--- src/vdf_pkg.sv ---
// Shared types and constants for the voxel first-point filter.
// No dependencies.
`default_nettype none
package vdf_pkg;

  localparam int unsigned SEEN_CAPACITY_DEF = 4096;
  localparam int unsigned AXIS_KEY_BITS_DEF = 21;
  localparam int unsigned PROD_FRAC_BITS    = 26;
  localparam int unsigned KEY_W             = 63;
  localparam int unsigned COUNT_W           = 13;
  localparam logic [12:0] COUNT_MAX         = 13'd8191;
  localparam logic [31:0] INV_VOXEL_RESET   = 32'd131072;

  localparam logic [1:0] ST_KEPT_NEW  = 2'd0;
  localparam logic [1:0] ST_NONFINITE = 2'd1;
  localparam logic [1:0] ST_DUPLICATE = 2'd2;
  localparam logic [1:0] ST_KEPT_FULL = 2'd3;

  typedef struct packed {
    logic              first_in_scan;
    logic              coords_finite;
    logic [KEY_W-1:0]  key;
    logic signed [31:0] pos_x;
    logic signed [31:0] pos_y;
    logic signed [31:0] pos_z;
    logic [15:0]       intensity;
  } vdf_item_t;

endpackage
`default_nettype wire

--- src/vdf_fifo.sv ---
// Two-entry queue between the front end and the set lookup.
// Depends on vdf_pkg.
`default_nettype none
module vdf_fifo
  import vdf_pkg::*;
(
  input  wire logic      clk,
  input  wire logic      rst_n,
  input  wire logic      push,
  input  vdf_item_t      push_item,
  output logic           full,
  input  wire logic      pop,
  output vdf_item_t      pop_item,
  output logic           empty
);

  vdf_item_t  mem_r [2];
  logic       wptr_r, rptr_r;
  logic [1:0] cnt_r;

  assign full     = cnt_r == 2'd2;
  assign empty    = cnt_r == 2'd0;
  assign pop_item = mem_r[rptr_r];

  always_ff @(posedge clk) begin
    if (!rst_n) begin
      wptr_r <= 1'b0;
      rptr_r <= 1'b0;
      cnt_r  <= 2'd0;
    end else begin
      if (push) wptr_r <= ~wptr_r;
      if (pop) rptr_r <= ~rptr_r;
      if (push && !pop) cnt_r <= cnt_r + 2'd1;
      else if (pop && !push) cnt_r <= cnt_r - 2'd1;
    end
  end

  always_ff @(posedge clk) begin
    if (push) mem_r[wptr_r] <= push_item;
  end

endmodule
`default_nettype wire

--- config.mk ---
export PLATFORM = sky130hd
export DESIGN_NAME = vdf_fifo
export DESIGN_NICKNAME = d
export VERILOG_FILES = /design/src/vdf_pkg.sv /design/src/vdf_fifo.sv
export SDC_FILE = /design/constraint.sdc
export NUM_CORES = 1
export LEC_CHECK = 0
export BUFFER_PORTS_ARGS = -buffer_cell sky130_fd_sc_hd__buf_2
export CAP_MARGIN = 0
export CORE_UTILIZATION = 30
export CTS_BUF_LIST = sky130_fd_sc_hd__clkbuf_8
export DETAILED_ROUTE_END_ITERATION = 7
export GPL_ROUTABILITY_DRIVEN = 0
export PLACE_DENSITY = 0.46
export SYNTH_ARGS = -nofsm -noshare
export SYNTH_HDL_FRONTEND = slang
export SYNTH_SLANG_ARGS = --single-unit
export TNS_END_PERCENT = 1
--- constraint.sdc ---
create_clock -name clk -period 16.5 [get_ports clk]
set_input_delay 1.65 -clock clk [delete_from_list [all_inputs] [get_ports clk]]
set_output_delay 1.65 -clock clk [all_outputs]
set_load 0.05 [all_outputs]
==> impl_metrics.tcl, run 1 <==
set metrics [dict create \
    cp_common_cell "buf_4" \
    synth_seq_area_share_pct 79.3 \
    crit_chain "buf_4 -> buf_4 -> mux2_2 -> buf_2" \
    slowest_stage "buf_4" \
    end_kind "output pin" \
    firstDrtPassIters 4 \
    synthesis.nets 755 \
    tns_ns 0 \
    rows 77 \
    boundaryPins 360 \
    drtIter0Drc 223 \
    die_y_um 214 \
    ctsHoldBuffers 0 \
    synth-seq-cells 359 \
    root_buffer "clkbuf_8" \
    hp-class "register to register" \
    drc 0 \
    switching_power_uw 602 \
    wl_per_cell_um 18.0 \
    layout.nets 1165 \
    core-area_um2 44300 \
    crit_buf_inv 3 \
    grt_max_degree 69 \
    critical_path_class "register to output pin" \
    die_w_um 214 \
    rsz0062_at_grt "no" \
    finalCritPeriodShare_pct 32.0 \
    grt_use_total_pct 12.6 \
    hold_end "cnt_r[1]" \
    finalHoldViolations 0 \
    max_freq_mhz 190 \
    intPower_mw 1.54 \
    ant_nets 0 \
    ctsResizeCount 0 \
    hp-start "cnt_r[1]" \
    grt.overflow.total 0 \
    place_area_um2 15900 \
    whs_path_depth 2 \
    drv_slew 0 \
    synthTopCellsByArea "edfxtp_1 (79%), mux2_4 (14%), mux2_2 (3.9%)" \
    synth_cell_types 17 \
    powerDensity_nw_per_um2 126 \
    rr_worst_depth 2 \
    grt_antenna_before_repair 7 \
    wirelength_mm 29.3 \
    yosysWarnings 0 \
    drive_above_1_share_pct 60.2 \
    critPathArrivalTime_ns 3.63 \
    clk_latency_ns 0.61 \
    max_cap_violations 0 \
    grt_pass1_wl_mm 43.4 \
    switching_share_pct 28.1 \
    cts_buffer_depth 3 \
    vias_per_cell 4.16 \
    peakVddDrop_mv 0.0676 \
    synth_top_cell_by_area "edfxtp_1" \
    post_synth.cell_area_avg_um2 23.6 \
    cts.sinks 359 \
    fin_area_um2 17000 \
    syn_area_um2 13500 \
    grt_pass1_vias 7161 \
    path_delay_family "buffers and inverters" \
    cts_setup_buffers 0 \
    num_vias 6752 \
    io_buffers 359 \
    finalSetupViolCount 0 \
    cp_slowest_stage_delay_ns 0.92 \
    comb_power_share_pct 17.0 \
    crit_fanout 55 \
    status "completed" \
    clk_pin_slew_ns 0.06 \
    p_seq_share_pct 49.9 \
    tightest_slew_ns 1.08 \
    initial_core_util_pct 30.5 \
    dieArea_um2 45900 \
    cp-start-kind "register" \
    synth_top_area_share_pct 78.6 \
    r2r_slack_ns 14.04 \
    area_delta_synth_final_pct 25.8 \
    crit_required_ns 14.85 \
    numCtsBuffers 61 \
    p_leak_nw 6.64 \
    r2r_start "wptr_r" \
    final.setup_skew_ns 0.00869 \
    reg2reg_to "mem_r[1][145]" \
    min_period_ns 5.28 \
    htreeDepth 2 \
    power.share.clock_pct 33.1 \
    syn_inst 573 \
    slew-limit-headroom_pct 28.2 \
    post-dp-hpwl_mm 19.1 \
    cts_tree "built" \
]
-- metrics by stage --
| stage | std cells | hold slack [ns] | util [%] | power (mW) | setup slack, ns |
|---|---|---|---|---|---|
| after floorplan | 573 | 0.473 | - | 1.38 | 6.44 |
| after global placement | 1512 | 0.513 | 36.0 | 1.46 | 11.80 |
| after detailed placement | 1512 | 0.538 | 36.0 | 1.46 | 11.78 |
| after CTS | 1619 | 0.544 | 38.4 | 2.19 | 11.07 |
| after global routing | 1619 | 0.608 | 38.4 | 2.24 | 10.98 |
| final | 1622 | 0.541 | 38.4 | 2.14 | 11.22 |
-- logic make-up after synthesis --
logic type,count (synthesis),synth area share [%]
AOI/OAI and AO/OA,3,0.148
xor gates and xnor gates,3,0.194
adders and majority gates,1,0.0925
buffers and inverters,21,1.51
DFF,359,79.3
muxes,177,18.3
and+or+nand+nor,9,0.398
-- synthesized netlist by cell type --
library cell  number
ha_1               1
o21ai_0            1
inv_1              1
xor2_1             2
or3_1              1
nor2_1             1
buf_6             16
a21boi_0           1
dfxtp_1            5
mux2_2            47
nor2b_1            3
buf_2              4
xnor2_1            1
o21a_1             1
edfxtp_1         354
mux2_4           130
and2_1             4
-- flip-flops by register name, summed over array words and instances (netlist names), named ones only --
signal	count
rptr_r	1
wptr_r	1
cnt_r	2
mem_r	354
-- power groups by stage --
| stage | registers, mW | logic (mW) | clock network, mW |
|---|---|---|---|
| 5_1_grt | 1.07 | 0.382 | 0.779 |
| 2_1_floorplan | 1.09 | 0.287 | 0 |
| 4_1_cts | 1.07 | 0.371 | 0.744 |
| 6_report | 1.07 | 0.365 | 0.709 |
| 3_5_place_dp | 1.09 | 0.370 | 0 |
| 3_3_place_gp | 1.09 | 0.369 | 0 |
-- cell usage in the layout (no fill, tap or decap), types with 2 or more instances in the layout --
cell type,Yosys,routed
inv_1,1,16
xor2_1,2,2
mux2_2,47,47
clkinv_2,0,8
bufinv_16,0,2
edfxtp_1,354,354
diode_2,0,3
clkinv_1,0,21
buf_2,4,359
mux2_4,130,130
clkbuf_8,0,61
and2_1,4,3
buf_4,0,8
nor2b_1,3,2
dfxtp_1,5,4
-- worst max path at each step --
| stage | startpoint | to | depth (start not counted) |
|---|---|---|---|
| finish | register | pop_item[176] | 4 |
| global route | register | pop_item[175] | 4 |
| CTS | register | pop_item[176] | 4 |
| detailed placement | register | pop_item[176] | 4 |
| global placement | register | pop_item[175] | 4 |
| floorplan | push | mem_r[0][0] | 1 |
-- layout make-up --
class | instances | area [µm²]
fillers | 4232 | 27300
flip-flops and latches | 359 | 10700
multi-input cells | 193 | 2600
repair buffers | 367 | 1860
clock buffers | 61 | 840
well taps | 592 | 741
clock inverters | 46 | 235
diodes | 3 | 7.51
inverters | 1 | 3.75
-- worst register-to-register path: stages (launching register included) --
cell and delay (ns):
dfxtp_1 0.38, and2_4 0.71, buf_4 0.84
-- layer usage --
layer	global-route usage, %	vias up	part of all wire (%)
met4	5.17	12	2.4
met3	4.88	62	8.6
li1	-	3116	-
met1	15.4	3291	42
met5	0	-	0.27
met2	19.8	271	47
Power figures use the tool's default switching activity.
==> inputs of run 2 (changes only) <==
- clock period: 16.5 -> 5.5 ns (I/O delays scaled with it)
==> run 2 against run 1 <==
Against the previous run:
- non-clock buffer count decreased by 3
- combinational power increased to 3.0 times the previous value
- flip-flop and latch count unchanged
- critical path depth decreased by 1
- setup slack got worse by 8.5 ns
- sequential share of layout area decreased by 0.18 points
- die area unchanged
- sequential power increased to 3.0 times the previous value
- worst hold slack got worse by 0.44 ns
- cell count decreased by 0.25%
- highest routed layer unchanged
==> impl_metrics.tcl, run 2 (synthesis gave the netlist of run 1 again) <==
set metrics [dict create \
    status "completed" \
    drive_above_1_share_pct 60.2 \
    clk_pin_slew_ns 0.06 \
    cts_setup_buffers 0 \
    power.share.clock_pct 33.1 \
    switching_power_mw 1.81 \
    core-area_um2 44300 \
    biggestRegsByFlops "mem_r: 354 flops, cnt_r: 2 flops" \
    grtUsageMet3_pct 5.02 \
    max_cap_violations 0 \
    root_buffer "clkbuf_8" \
    final.setup_skew_ns 0.0178 \
    ctsHoldBuffers 0 \
    die_y_um 214 \
    comb_power_share_pct 17.2 \
    layout_common_cells "buf_2 (359), edfxtp_1 (354), mux2_4 (130)" \
    intPower_mw 4.62 \
    min_period_ns 2.75 \
    max_freq_mhz 363 \
    grt_use_total_pct 12.1 \
    drv_slew 0 \
    finalHoldViolations 0 \
    finalSetupViolCount 0 \
    wirelength_mm 28.5 \
    hp-class "primary input to register" \
    use_met1_pct 14.3 \
    stdcell_count 1618 \
    end_kind "output pin" \
    wl_per_cell_um 17.6 \
    die_w_um 214 \
    drc 0 \
    ant_nets 0 \
    crit_required_ns 4.95 \
    layout.nets 1160 \
    area_delta_synth_final_pct 26.2 \
    slew-limit-headroom_pct 23.1 \
    boundaryPins 360 \
    layout_commonest_cell "buf_2" \
    htreeDepth 2 \
    finalCritPeriodShare_pct 50.1 \
    cts.sinks 359 \
    grt_antenna_before_repair 2 \
    grt_pass1_vias 6978 \
    powerDensity_nw_per_um2 377 \
    critical_path_class "register to output pin" \
    clk_latency_ns 0.63 \
    cts_buffer_depth 3 \
    crit_fanout 89 \
    top_register "mem_r" \
    p_seq_share_pct 49.7 \
    utilization_pct 38.5 \
    dieArea_um2 45900 \
    cp-start-kind "register" \
    tns_ns 0 \
    grt_max_degree 147 \
    drtIter0Drc 237 \
    p_leak_nw 6.68 \
    peakVddDrop_mv 0.179 \
    critPathArrivalTime_ns 2.20 \
    globalRouteMet2Util_pct 19.6 \
    switching_share_pct 28.2 \
    io_buffers 359 \
    grt_pass1_wl_mm 41.9 \
    grt.busiest_layer "met2" \
    numCtsBuffers 59 \
    rows 77 \
    ctsResizeCount 0 \
    num_vias 6658 \
    place_inst 1509 \
    rsz0062_at_grt "no" \
    post-dp-hpwl_mm 17.7 \
    vias_per_cell 4.11 \
    firstDrtPassIters 4 \
    cts_tree "built" \
    tightest_slew_ns 1.15 \
    initial_core_util_pct 30.5 \
    grt.overflow.total 0 \
    largest_reg_flops 354 \
]
[run 2: cell types whose count changed in the layout (fill, tap and decap cells not counted), sizes merged]
cell and delta:
clkinvlp +2, inv +11, clkbuf +3, clkinv -15, buf -3, bufinv -1
diode -1
[run 2: cell type report]
| cell class | count | area [µm²] |
|---|---|---|
| fillers | 4208 | 27200 |
| repair buffers | 364 | 1900 |
| flip-flops and latches | 359 | 10700 |
| clock inverters | 43 | 205 |
| inverters | 1 | 3.75 |
| multi-input cells | 193 | 2600 |
| diodes | 2 | 5.00 |
| clock buffers | 64 | 881 |
| well taps | 592 | 741 |
[run 2: layer usage]
layer / wire length, µm / share of wire [%] / up-vias
met1: 11800 / 42 / 3289
met2: 13900 / 49 / 221
met3: 2170 / 7.6 / 41
met5: 13 / 0.046 / -
li1: - / - / 3105
met4: 539 / 1.9 / 2
[run 2: power by group through the flow]
| stage | sequential (mW) | clock (mW) | combinational (mW) |
|---|---|---|---|
| 3_3_place_gp | 3.25 | 0 | 1.12 |
| 4_1_cts | 3.20 | 2.24 | 1.13 |
| 6_report | 3.20 | 2.13 | 1.11 |
| 2_1_floorplan | 3.26 | 0 | 0.862 |
| 5_1_grt | 3.21 | 2.35 | 1.16 |
| 3_5_place_dp | 3.26 | 0 | 1.13 |
[run 2: final timing paths]
kind                  from             to  slack, ns  cells past startpoint
max reg2reg         wptr_r  mem_r[0][124]       3.34                      2
max               register  pop_item[100]       2.75                      3
min          push_item[30]   mem_r[0][30]       0.10                      1
min reg2reg       cnt_r[1]       cnt_r[1]       0.51                      2
[run 2: metrics by stage]
stage               worst slack [ns]  power, mW  hold slack (ns)  instance area, µm²
global placement                2.89       4.37            0.498               16000
floorplan                      0.390       4.12            0.473               13500
detailed placement              2.88       4.38            0.513               16000
global route                    2.61       6.72           0.0219               17100
finish                          2.75       6.44            0.103               17100
CTS                             2.64       6.57           0.0136               17100
[run 2: worst max-delay path, cell delays in order, from the launching register on]
cell	delay [ns]
dfxtp_4	0.37
buf_12	0.43
mux2_4	0.35
buf_2	0.22
